==> config.mk <==
export PLATFORM = sky130hd
export DESIGN_NAME = keyboard_line_editor
export DESIGN_NICKNAME = d
export VERILOG_FILES = /design/src/design/kle_pkg.sv /design/src/design/kle_ctrl.sv /design/src/design/kle_datapath.sv /design/src/design/keyboard_line_editor.sv
export SDC_FILE = /design/constraint.sdc
export NUM_CORES = 2
export LEC_CHECK = 0
export BUFFER_PORTS_ARGS = -buffer_cell sky130_fd_sc_hd__buf_4
export CORE_ASPECT_RATIO = 1.25
export CORE_UTILIZATION = 55
export CTS_BUF_LIST = sky130_fd_sc_hd__clkbuf_16
export DETAILED_ROUTE_END_ITERATION = 8
export PLACE_DENSITY = 0.77
export SYNTH_ARGS = -nofsm -noshare
export SYNTH_HDL_FRONTEND = slang
export SYNTH_SLANG_ARGS = --single-unit
export TNS_END_PERCENT = 20
==> constraint.sdc <==
create_clock -name clk -period 6.7 [get_ports clk]
set_clock_uncertainty 0.15 [all_clocks]
set_input_delay 0.335 -clock clk [delete_from_list [all_inputs] [get_ports clk]]
set_output_delay 0.335 -clock clk [all_outputs]
set_load 0.005 [all_outputs]
==> src/design/kle_pkg.sv <==
package kle_pkg;

  // Line store geometry.
  localparam int LINE_DEPTH = 32;
  localparam int LEN_W      = $clog2(LINE_DEPTH + 1);
  localparam int IDX_W      = (LINE_DEPTH > 1) ? $clog2(LINE_DEPTH) : 1;

  // Scancode values (set 1).
  localparam logic [6:0] SC_CTRL  = 7'h1D;
  localparam logic [6:0] SC_SHIFT = 7'h2A;
  localparam logic [6:0] SC_ALT   = 7'h38;

  // Character codes.
  localparam logic [7:0] CH_NUL    = 8'h00;
  localparam logic [7:0] CH_BS     = 8'h08;
  localparam logic [7:0] CH_TAB    = 8'h09;
  localparam logic [7:0] CH_LF     = 8'h0A;
  localparam logic [7:0] CH_CR     = 8'h0D;
  localparam logic [7:0] CH_SPACE  = 8'h20;
  localparam logic [7:0] CH_DOLLAR = 8'h24;

  // Input item: a scancode byte or a keymap table write.
  typedef struct packed {
    logic       func;
    logic [7:0] code;
    logic [7:0] map_char;
  } key_t;

  // Result item.
  typedef struct packed {
    logic       channel;
    logic [7:0] out_byte;
    logic       last;
  } res_t;

  // How the looked-up character edits the line.
  typedef enum logic [1:0] {
    CLS_IGNORE,
    CLS_BS,
    CLS_LF,
    CLS_OTHER
  } char_class_t;

  // Source of an emitted byte.
  typedef enum logic [2:0] {
    SEL_CHAR,
    SEL_BS,
    SEL_SPACE,
    SEL_DOLLAR,
    SEL_LINE
  } byte_sel_t;

  // Commands from the controller to the datapath.
  typedef struct packed {
    logic      load;
    logic      exec;
    logic      push;
    logic      pop;
    logic      rd_clear;
    logic      rd_adv;
    logic      line_clear;
    logic      emit;
    byte_sel_t sel;
    logic      last;
  } kle_cmd_t;

  // Status from the datapath to the controller.
  typedef struct packed {
    logic        is_write;
    logic        is_release;
    char_class_t cls;
    logic        empty;
    logic        full;
    logic        rd_last;
    logic        out_free;
  } kle_stat_t;

endpackage

==> src/design/kle_ctrl.sv <==
module kle_ctrl (
  input  logic              clk,
  input  logic              rst,
  input  logic              key_valid,
  output logic              busy,
  input  kle_pkg::kle_stat_t stat,
  output kle_pkg::kle_cmd_t  cmd
);
  import kle_pkg::*;

  typedef enum logic [3:0] {
    S_IDLE,
    S_EXEC,
    S_CLASS,
    S_ECHO,
    S_BS1,
    S_BS2,
    S_BS3,
    S_LF_ECHO,
    S_LINE,
    S_PROMPT1,
    S_PROMPT2
  } state_t;

  state_t state;
  state_t state_next;

  assign busy = (state != S_IDLE);

  // State register.
  always_ff @(posedge clk) begin
    if (rst) begin
      state <= S_IDLE;
    end else begin
      state <= state_next;
    end
  end

  // Next state and commands.
  always_comb begin
    state_next = state;
    cmd        = '0;
    cmd.sel    = SEL_CHAR;
    unique case (state)
      S_IDLE: begin
        if (key_valid) begin
          cmd.load   = 1'b1;
          state_next = S_EXEC;
        end
      end
      S_EXEC: begin
        cmd.exec = 1'b1;
        if (stat.is_write || stat.is_release) begin
          state_next = S_IDLE;
        end else begin
          state_next = S_CLASS;
        end
      end
      S_CLASS: begin
        unique case (stat.cls)
          CLS_IGNORE: state_next = S_IDLE;
          CLS_BS: begin
            if (stat.empty) begin
              state_next = S_IDLE;
            end else begin
              cmd.pop    = 1'b1;
              state_next = S_BS1;
            end
          end
          CLS_LF: begin
            cmd.push     = 1'b1;
            cmd.rd_clear = 1'b1;
            state_next   = S_LF_ECHO;
          end
          CLS_OTHER: begin
            if (stat.full) begin
              state_next = S_IDLE;
            end else begin
              cmd.push   = 1'b1;
              state_next = S_ECHO;
            end
          end
          default: state_next = S_IDLE;
        endcase
      end
      S_ECHO: begin
        cmd.sel  = SEL_CHAR;
        cmd.last = 1'b1;
        if (stat.out_free) begin
          cmd.emit   = 1'b1;
          state_next = S_IDLE;
        end
      end
      S_BS1: begin
        cmd.sel = SEL_BS;
        if (stat.out_free) begin
          cmd.emit   = 1'b1;
          state_next = S_BS2;
        end
      end
      S_BS2: begin
        cmd.sel = SEL_SPACE;
        if (stat.out_free) begin
          cmd.emit   = 1'b1;
          state_next = S_BS3;
        end
      end
      S_BS3: begin
        cmd.sel  = SEL_BS;
        cmd.last = 1'b1;
        if (stat.out_free) begin
          cmd.emit   = 1'b1;
          state_next = S_IDLE;
        end
      end
      S_LF_ECHO: begin
        cmd.sel = SEL_CHAR;
        if (stat.out_free) begin
          cmd.emit   = 1'b1;
          state_next = S_LINE;
        end
      end
      S_LINE: begin
        // The line is never empty here: it holds the newline, or it is full.
        cmd.sel = SEL_LINE;
        if (stat.out_free) begin
          cmd.emit   = 1'b1;
          cmd.rd_adv = 1'b1;
          if (stat.rd_last) begin
            cmd.line_clear = 1'b1;
            state_next     = S_PROMPT1;
          end
        end
      end
      S_PROMPT1: begin
        cmd.sel = SEL_DOLLAR;
        if (stat.out_free) begin
          cmd.emit   = 1'b1;
          state_next = S_PROMPT2;
        end
      end
      S_PROMPT2: begin
        cmd.sel  = SEL_SPACE;
        cmd.last = 1'b1;
        if (stat.out_free) begin
          cmd.emit   = 1'b1;
          state_next = S_IDLE;
        end
      end
      default: state_next = S_IDLE;
    endcase
  end

endmodule

==> src/design/kle_datapath.sv <==
module kle_datapath (
  input  logic               clk,
  input  logic               rst,
  input  kle_pkg::key_t      key_data,
  output logic               res_valid,
  input  logic               res_stall,
  output kle_pkg::res_t      res_data,
  input  kle_pkg::kle_cmd_t  cmd,
  output kle_pkg::kle_stat_t stat
);
  import kle_pkg::*;

  key_t             item;
  logic             ctrl_held;
  logic             shift_held;
  logic             alt_held;
  logic [7:0]       km_mem [256];
  logic [255:0]     km_valid;
  logic [7:0]       km_q;
  logic             km_hit;
  logic [7:0]       ch;
  char_class_t      cls;
  logic [7:0]       ls_mem [LINE_DEPTH];
  logic [7:0]       ls_q;
  logic [LEN_W-1:0] line_length;
  logic [IDX_W-1:0] rd_idx;
  logic [IDX_W-1:0] rd_idx_next;
  logic             ctrl_upd;
  logic             shift_upd;
  logic             alt_upd;
  logic [7:0]       km_idx;
  logic             is_press;
  logic             full;
  logic [7:0]       emit_byte;

  // Item register, loaded when the transaction is accepted.
  always_ff @(posedge clk) begin
    if (cmd.load) begin
      item <= key_data;
    end
  end

  assign is_press = !item.func && !item.code[7];

  // Modifier values as they stand after this item.
  always_comb begin
    ctrl_upd  = ctrl_held;
    shift_upd = shift_held;
    alt_upd   = alt_held;
    if (!item.func) begin
      if (item.code[6:0] == SC_CTRL)  ctrl_upd  = !item.code[7];
      if (item.code[6:0] == SC_SHIFT) shift_upd = !item.code[7];
      if (item.code[6:0] == SC_ALT)   alt_upd   = !item.code[7];
    end
  end

  // Keymap index: scancode, or zero under ctrl or alt, plus 128 under shift.
  assign km_idx = {shift_upd, (ctrl_upd || alt_upd) ? 7'd0 : item.code[6:0]};

  // Modifier flags.
  always_ff @(posedge clk) begin
    if (rst) begin
      ctrl_held  <= 1'b0;
      shift_held <= 1'b0;
      alt_held   <= 1'b0;
    end else if (cmd.exec) begin
      ctrl_held  <= ctrl_upd;
      shift_held <= shift_upd;
      alt_held   <= alt_upd;
    end
  end

  // Keymap valid bits; an entry never written reads as zero.
  always_ff @(posedge clk) begin
    if (rst) begin
      km_valid <= '0;
    end else if (cmd.exec && item.func) begin
      km_valid[item.code] <= 1'b1;
    end
  end

  // Keymap memory: one write port, one registered read port.
  always_ff @(posedge clk) begin
    if (cmd.exec && item.func) begin
      km_mem[item.code] <= item.map_char;
    end
    if (cmd.exec && is_press) begin
      km_q   <= km_mem[km_idx];
      km_hit <= km_valid[km_idx];
    end
  end

  assign ch = km_hit ? km_q : CH_NUL;

  // Classify the looked-up character.
  always_comb begin
    unique case (ch)
      CH_NUL, CH_CR, CH_TAB: cls = CLS_IGNORE;
      CH_BS:                 cls = CLS_BS;
      CH_LF:                 cls = CLS_LF;
      default:               cls = CLS_OTHER;
    endcase
  end

  assign full = (line_length == LEN_W'(LINE_DEPTH));

  // Line length.
  always_ff @(posedge clk) begin
    if (rst) begin
      line_length <= '0;
    end else if (cmd.line_clear) begin
      line_length <= '0;
    end else if (cmd.push && !full) begin
      line_length <= line_length + LEN_W'(1);
    end else if (cmd.pop) begin
      line_length <= line_length - LEN_W'(1);
    end
  end

  // Read pointer for draining the line.
  always_comb begin
    rd_idx_next = rd_idx;
    if (cmd.rd_clear) begin
      rd_idx_next = '0;
    end else if (cmd.rd_adv) begin
      rd_idx_next = rd_idx + IDX_W'(1);
    end
  end

  always_ff @(posedge clk) begin
    if (rst) begin
      rd_idx <= '0;
    end else begin
      rd_idx <= rd_idx_next;
    end
  end

  // Line store: written at the line end, read every cycle ahead of the pointer.
  always_ff @(posedge clk) begin
    if (cmd.push && !full) begin
      ls_mem[line_length[IDX_W-1:0]] <= ch;
    end
    ls_q <= ls_mem[rd_idx_next];
  end

  // Byte selection for the output register.
  always_comb begin
    unique case (cmd.sel)
      SEL_CHAR:   emit_byte = ch;
      SEL_BS:     emit_byte = CH_BS;
      SEL_SPACE:  emit_byte = CH_SPACE;
      SEL_DOLLAR: emit_byte = CH_DOLLAR;
      SEL_LINE:   emit_byte = ls_q;
      default:    emit_byte = CH_NUL;
    endcase
  end

  // Output register.
  always_ff @(posedge clk) begin
    if (rst) begin
      res_valid <= 1'b0;
    end else if (cmd.emit) begin
      res_valid <= 1'b1;
    end else if (!res_stall) begin
      res_valid <= 1'b0;
    end
  end

  always_ff @(posedge clk) begin
    if (cmd.emit) begin
      res_data.channel  <= (cmd.sel == SEL_LINE);
      res_data.out_byte <= emit_byte;
      res_data.last     <= cmd.last;
    end
  end

  // Status.
  assign stat.is_write   = item.func;
  assign stat.is_release = item.code[7];
  assign stat.cls        = cls;
  assign stat.empty      = (line_length == '0);
  assign stat.full       = full;
  assign stat.rd_last    = ((LEN_W'(rd_idx) + LEN_W'(1)) == line_length);
  assign stat.out_free   = !res_valid || !res_stall;

endmodule

==> src/design/keyboard_line_editor.sv <==
// Channel  Signals                          Transaction
// key      key_valid, key_stall, key_data   scancode byte or keymap table write
// res      res_valid, res_stall, res_data   echo byte or completed line byte
//
// One item is in work at a time; key_stall is high from acceptance to the last result.
// A table write or key release passes through S_EXEC only; an ignored press also through S_CLASS.
// A press that produces output then emits its results one at a time, each waiting while res is stalled.
// The keymap and line store are single-read-port memories; the line drains one byte a cycle while res is not stalled.
// Reset clears the modifiers, the line length and the keymap valid bits.
// A stall on res holds the output register and pauses the controller.
module keyboard_line_editor (
  input  logic          clk,
  input  logic          rst,
  input  logic          key_valid,
  output logic          key_stall,
  input  kle_pkg::key_t key_data,
  output logic          res_valid,
  input  logic          res_stall,
  output kle_pkg::res_t res_data
);
  import kle_pkg::*;

  kle_cmd_t  cmd;
  kle_stat_t stat;
  logic      busy;

  assign key_stall = busy;

  kle_ctrl u_ctrl (
    .clk       (clk),
    .rst       (rst),
    .key_valid (key_valid),
    .busy      (busy),
    .stat      (stat),
    .cmd       (cmd)
  );

  kle_datapath u_dp (
    .clk       (clk),
    .rst       (rst),
    .key_data  (key_data),
    .res_valid (res_valid),
    .res_stall (res_stall),
    .res_data  (res_data),
    .cmd       (cmd),
    .stat      (stat)
  );

endmodule

; ---- After elaboration in Yosys (flattened, before gate mapping)
; Memory sizes are Yosys's and may differ from the RTL's. A register that Yosys moved wholly into a read port is not among the register bits.
; Cells that the tools add are included.
[op_classes]
bitwise_logic = 1
muxes = 52
n_addsub = 4
multipliers = 0
n_eq_ne = 35
reduce_logical = 27
magnitude_cmp = 3
shifts = 0
n_div = 0
[ops]
columns = operator, count
row1 = $or A256 B256 Y256, 1
row2 = $pmux W8 S5, 1
row3 = $pmux W4 S9, 1
row4 = $eq A8 B4 Y1 const B, 4
row5 = $mux W4, 8
row6 = $mux W1, 24
row7 = $pmux W4 S5, 1
row8 = $lt A8 B9 Y1 const B, 2
row9 = $eq A4 B3 Y1 const B, 4
row10 = $pmux W4 S4, 1
row11 = $eq A7 B6 Y1 const B, 2
row12 = $ne A2 B2 Y1 const B, 7
row13 = $eq A4 B4 Y1 const B, 3
row14 = $mux W6, 2
row15 = $mux W5, 2
row16 = $mux W3, 3
row17 = $bmux W1 S8, 1
row18 = $demux W1 S8, 1
row19 = $eq A4 B2 Y1 const B, 2
row20 = $ge A8 B1 Y1 const B, 1
row21 = $logic_not A8 Y1, 1
row22 = $mux W8, 1
row23 = $reduce_and A8 Y1, 1
row24 = $reduce_or A2 Y1, 4
row25 = other kinds (28), 44
[word_totals]
in_bits = 21
mem_count = 2
output_inout_bits = 12
ff_bits = 303
elab_cells = 139
rom_bits = 0
mem_bits_rw = 2304
latchBits = 0
[memory_table]
columns = memory, words, width, read_ports, rd_ports_with_merged_regs, wr, line_no
row1 = u_dp.km_mem, 256, 8, 1, 1, 1, kle_datapath.sv:17  ; logic [7:0] km_mem [256];
row2 = u_dp.ls_mem, 32, 8, 1, 1, 1, kle_datapath.sv:23  ; logic [7:0] ls_mem [LINE_DEPTH];

; ---- Depth between registers and ports, before layout
[depth]
word_depth = 10
depth_mapped = 15
depth_no_buf = 14

; ---- By module
; From an unflattened synthesis, not the netlist that was laid out.
[hier_totals]
hier_cells = 6856
hier_area_um2 = 103857.1
[by_module_without_submodules]
columns = mod, area_each_um2, instances, seq_area_each_um2, cells_per_inst
row1 = kle_datapath, 103395.4, 1, 75852.7, 6796
row2 = kle_ctrl, 461.7, 1, 80.1, 60

; ---- Worst setup path after synthesis
; No wires, ideal clock.
[synth_path]
kind = register to register
from = register u_dp.item[0] (netlist name)
to = memory u_dp.km_mem[0][0] (data pin)
stages_incl_launch_ff = 1
slack_ns = 2.504
setup_time_ns = 0.817
t_arrival_ns = 3.228
path_buffers = 0
cell_sequence = edfxtp_1
[synth_lines]
columns = item, line_no
row1 = "start, declared", kle_datapath.sv:13  ; key_t item;
row2 = "start signal, assigned", kle_datapath.sv:39  ; item <= key_data;
row3 = "end, declared", kle_datapath.sv:17
; No word-level cell before the write port.

; ---- Worst setup path in the final report
[layout_path]
from = register u_dp.item[9] (netlist name)
to = register u_dp.km_q[4] (read register of u_dp.km_mem) (data pin)
[layout_between]
elab_chain_len = 5
word_cells_on_any_way = 11
[layout_lines]
columns = item, line_no
row1 = $eq A7 B5 Y1 / $eq A7 B6 Y1 (equally long branches), "kle_datapath.sv:51, kle_datapath.sv:53"
row2 = $mux W1 (on tied branches), "kle_datapath.sv:51, kle_datapath.sv:53"
row3 = $mux W1, kle_datapath.sv:50  ; if (!item.func) begin
row4 = $logic_or A1 B1 Y1, kle_datapath.sv:58  ; assign km_idx = {shift_upd, (ctrl_upd || alt_upd) ? 7'd0 : item.code[6:0]};
row5 = $mux W7, kle_datapath.sv:58
row6 = "end, declared", kle_datapath.sv:19  ; logic [7:0] km_q;
; Parallel ways exist; a longest one is shown, timed or not.
; A chain may end at the register's enable or synchronous reset.

==> results.json <==
{
  "status": "complete, but fails checks",
  "violations": "max-capacitance violations, max-slew violations",
  "die_h_um": 489,
  "h-tree-depth": 4,
  "syn-num-nets": 7419,
  "setup_viol": 0,
  "cts_tree": "done",
  "rrSetupSlack_ns": 0.51,
  "power_frac_clock_pct": 38.5,
  "clkLatencyLatePin_ns": 0.92,
  "dominantRegCellSynth": "edfxtp_1",
  "slew_violations": 23,
  "drive_gt1_share_pct": 11.0,
  "worstHoldStart": "key_data[7]",
  "cts_sinks": 2623,
  "worst_slack_ns": 0.510,
  "critical_path.max_fanout": 25,
  "gr-usage-all-layers_pct": 35.8,
  "tns_ns": 0,
  "post-place-ws_ns": 0.787,
  "holdPathStages": 2,
  "ir_drop_mv": 0.242,
  "grt_setup_unrepaired": "no",
  "reg2reg_depth": 10,
  "placed_cells": 9662,
  "final_util_pct": 61.6,
  "hold_end": "u_dp.item[7]",
  "post_dp_cell_area_sq_mm": 0.108,
  "core_sq_mm": 0.188,
  "grt_pass1_vias": 66400,
  "p_sw_share_pct": 25.3,
  "wirelength_um": 346000,
  "start_kind": "flip-flop",
  "fin_cells": 10100,
  "num_io_pins": 33,
  "yosys-top-cells-count": "edfxtp_1 (2340), nor2_1 (1096), nand2_1 (628)",
  "yosys_warnings": 0,
  "place_congestion": 0.996,
  "synth_cell_types": 91,
  "grt.overflow.total": 0,
  "die_w_um": 392,
  "drt_first_pass_iters": 7,
  "ant_nets": 0,
  "layout_min_cycle_time_ns": 6.19,
  "viasPerCell": 6.85,
  "portBuffers": 32,
  "p_int_uw": 26200,
  "synth_top_area_cell": "edfxtp_1",
  "min_period_over_period_pct": 92.4,
  "hold_viol_final": 0,
  "required_ns": 7.16,
  "antenna_found_initial": 25,
  "fmax_mhz": 162,
  "relSlewSlack_pct": -11.9,
  "fin_nets": 7428,
  "cts.path.max_buffers": 3,
  "wl_per_cell_um": 34.1,
  "ys_ff_latch": 2623,
  "critPathKind": "flip-flop to flip-flop",
  "first_iter_violations": 10700,
  "area_growth_pct": 11.2,
  "p_sw_uw": 8890,
  "p_leak_uw": 0.0382,
  "async_reset_ff_share_pct": 0,
  "final_area_sq_mm": 0.116,
  "num_rows": 178,
  "grt_max_degree": 157,
  "synth-edff-count": 2340,
  "reg2reg_to": "u_dp.km_q[4]",
  "avgSynthCellArea_sq_um": 14.1,
  "reg2reg_from": "u_dp.item[9]",
  "synth_most_common_cell": "edfxtp_1",
  "synthCells": 7392,
  "cts_buffers": 231,
  "dp_hpwl_um": 214000,
  "vias": 69500,
  "worst_slew_pin_slew_ns": 1.67,
  "yosys.area.top_type_share_pct": 67.3,
  "die_area_sq_mm": 0.191,
  "hp-class": "primary input to flip-flop",
  "p_seq_share_pct": 51.5,
  "cp.arrival_ns": 6.65,
  "worstSetupEndpointType": "flip-flop",
  "drc": 0,
  "combPwrFrac_pct": 10.0,
  "synth_area_sq_mm": 0.104,
  "ys_seq_area_share_pct": 72.8,
  "cts_root_buffer": "clkbuf_16",
  "start_util_pct": 55.4,
  "powerDensity_mw_per_mm2": 302,
  "path_clk_slew_ns": 0.06,
  "synth_area_leaders": "edfxtp_1 (67%), dfxtp_1 (5.4%), mux2i_1 (4.1%)",
  "grt_pass1_wl_um": 483000,
  "maxCapViolations": 3
}
## per-layer routing
metal	part of all wire [%]	vias to the layer above	track usage (%)
met5	0.053	-	0
met4	9.4	22	28.6
met2	45	5561	54.4
li1	-	28300	-
met1	33	34100	42.8
met3	13	1424	10.1
## worst max-delay path: stages (launching register included)
cell       delay (ns)
edfxtp_1         0.48
or4b_1           0.60
o31a_1           0.55
a211oi_4         0.75
buf_4            0.53
buf_4            0.42
a21oi_1          0.32
nand3_1          0.23
nand4_1          0.36
a2111oi_0        1.29
o32ai_1          0.19
## per-stage QoR
step           total power, uW  hold WS [ns]
2_1_floorplan            20200         0.282
5_1_grt                  35600        0.0263
3_5_place_dp             21700         0.304
6_report                 35100        0.0531
4_1_cts                  34900      0.000306
3_3_place_gp             21700         0.292
## registers in the layout (all words and copies together), names as in the netlist
name and flops:
u_ctrl.state 4, u_dp.alt_held 1, u_dp.ctrl_held 1, u_dp.item 15, u_dp.km_hit 1, u_dp.km_mem 2048
u_dp.km_q 8, u_dp.km_valid 256, u_dp.line_length 6, u_dp.ls_mem 256, u_dp.ls_q 8, u_dp.rd_idx 5
u_dp.res_data 10, u_dp.res_valid 1, u_dp.shift_held 1, u_dp.stat 2
## layout make-up
cell class              instances  area, sq um
clock inverters               213         1990
repair buffers                280         2540
fillers                     13700        72400
clock buffers                 231         5780
flip-flops and latches       2623        75900
well taps                    2520         3150
multi-input cells            4231        26500
diodes                         13         32.5
inverters                      34          131
## placed cells by master, fill, tap and decap left out, types with 29 or more instances in the layout
| cell type | instances |
|---|---|
| mux2i_1 | 431 |
| nand3_1 | 132 |
| a221oi_1 | 29 |
| clkbuf_16 | 231 |
| inv_1 | 81 |
| nor2b_1 | 84 |
| mux2_2 | 112 |
| clkinv_1 | 54 |
| nand2_1 | 622 |
| nor2_1 | 1090 |
| edfxtp_1 | 2340 |
| nor3_1 | 48 |
| buf_12 | 29 |
| a21oi_1 | 315 |
| dfxtp_1 | 283 |
| o22ai_1 | 124 |
| clkinv_2 | 42 |
| buf_4 | 223 |
| a31oi_1 | 92 |
| a311oi_1 | 77 |
| o21ai_0 | 206 |
| o221ai_1 | 150 |
| a211oi_1 | 132 |
| mux4_2 | 57 |
| o211ai_1 | 32 |
## worst max-delay path by stage
stage / startpoint / to / slack (ns)
CTS: u_dp.item[9] / u_dp.km_q[4] / 0.78
floorplan: u_dp.item[0] / u_dp.km_mem[0][0] / 2.50
finish: u_dp.item[9] / u_dp.km_q[4] / 0.51
global route: u_dp.item[9] / u_dp.km_q[4] / 0.68
detailed placement: u_dp.item[9] / u_dp.km_q[4] / 0.79
global placement: u_dp.item[9] / u_dp.km_q[5] / 0.73
## what timing repair did
| action | 4_1_cts | 5_1_grt |
|---|---|---|
| gates resized for setup | 0 | 0 |
| hold buffers | 26 | 0 |
| hold endpoints to repair | 123 | 0 |
| setup buffers | 0 | 0 |
## power by group through the flow
stage	logic [uW]	clock network [uW]	registers [uW]
global placement	3280	0	18400
detailed placement	3320	0	18400
floorplan	1560	0	18600
global route	3510	14100	18000
finish	3520	13500	18100
CTS	3350	13500	18000
## cells by family after synthesis
kind of cell	share of synthesized area, %
muxes	6.57
DFF	72.8
and+or+nand+nor	8.55
buffers and inverters	2.14
adders and majority gates	0.0792
xor gates and xnor gates	0.109
AOI/OAI and AO/OA	9.77
No activity file was read; power rests on OpenSTA's default activity.
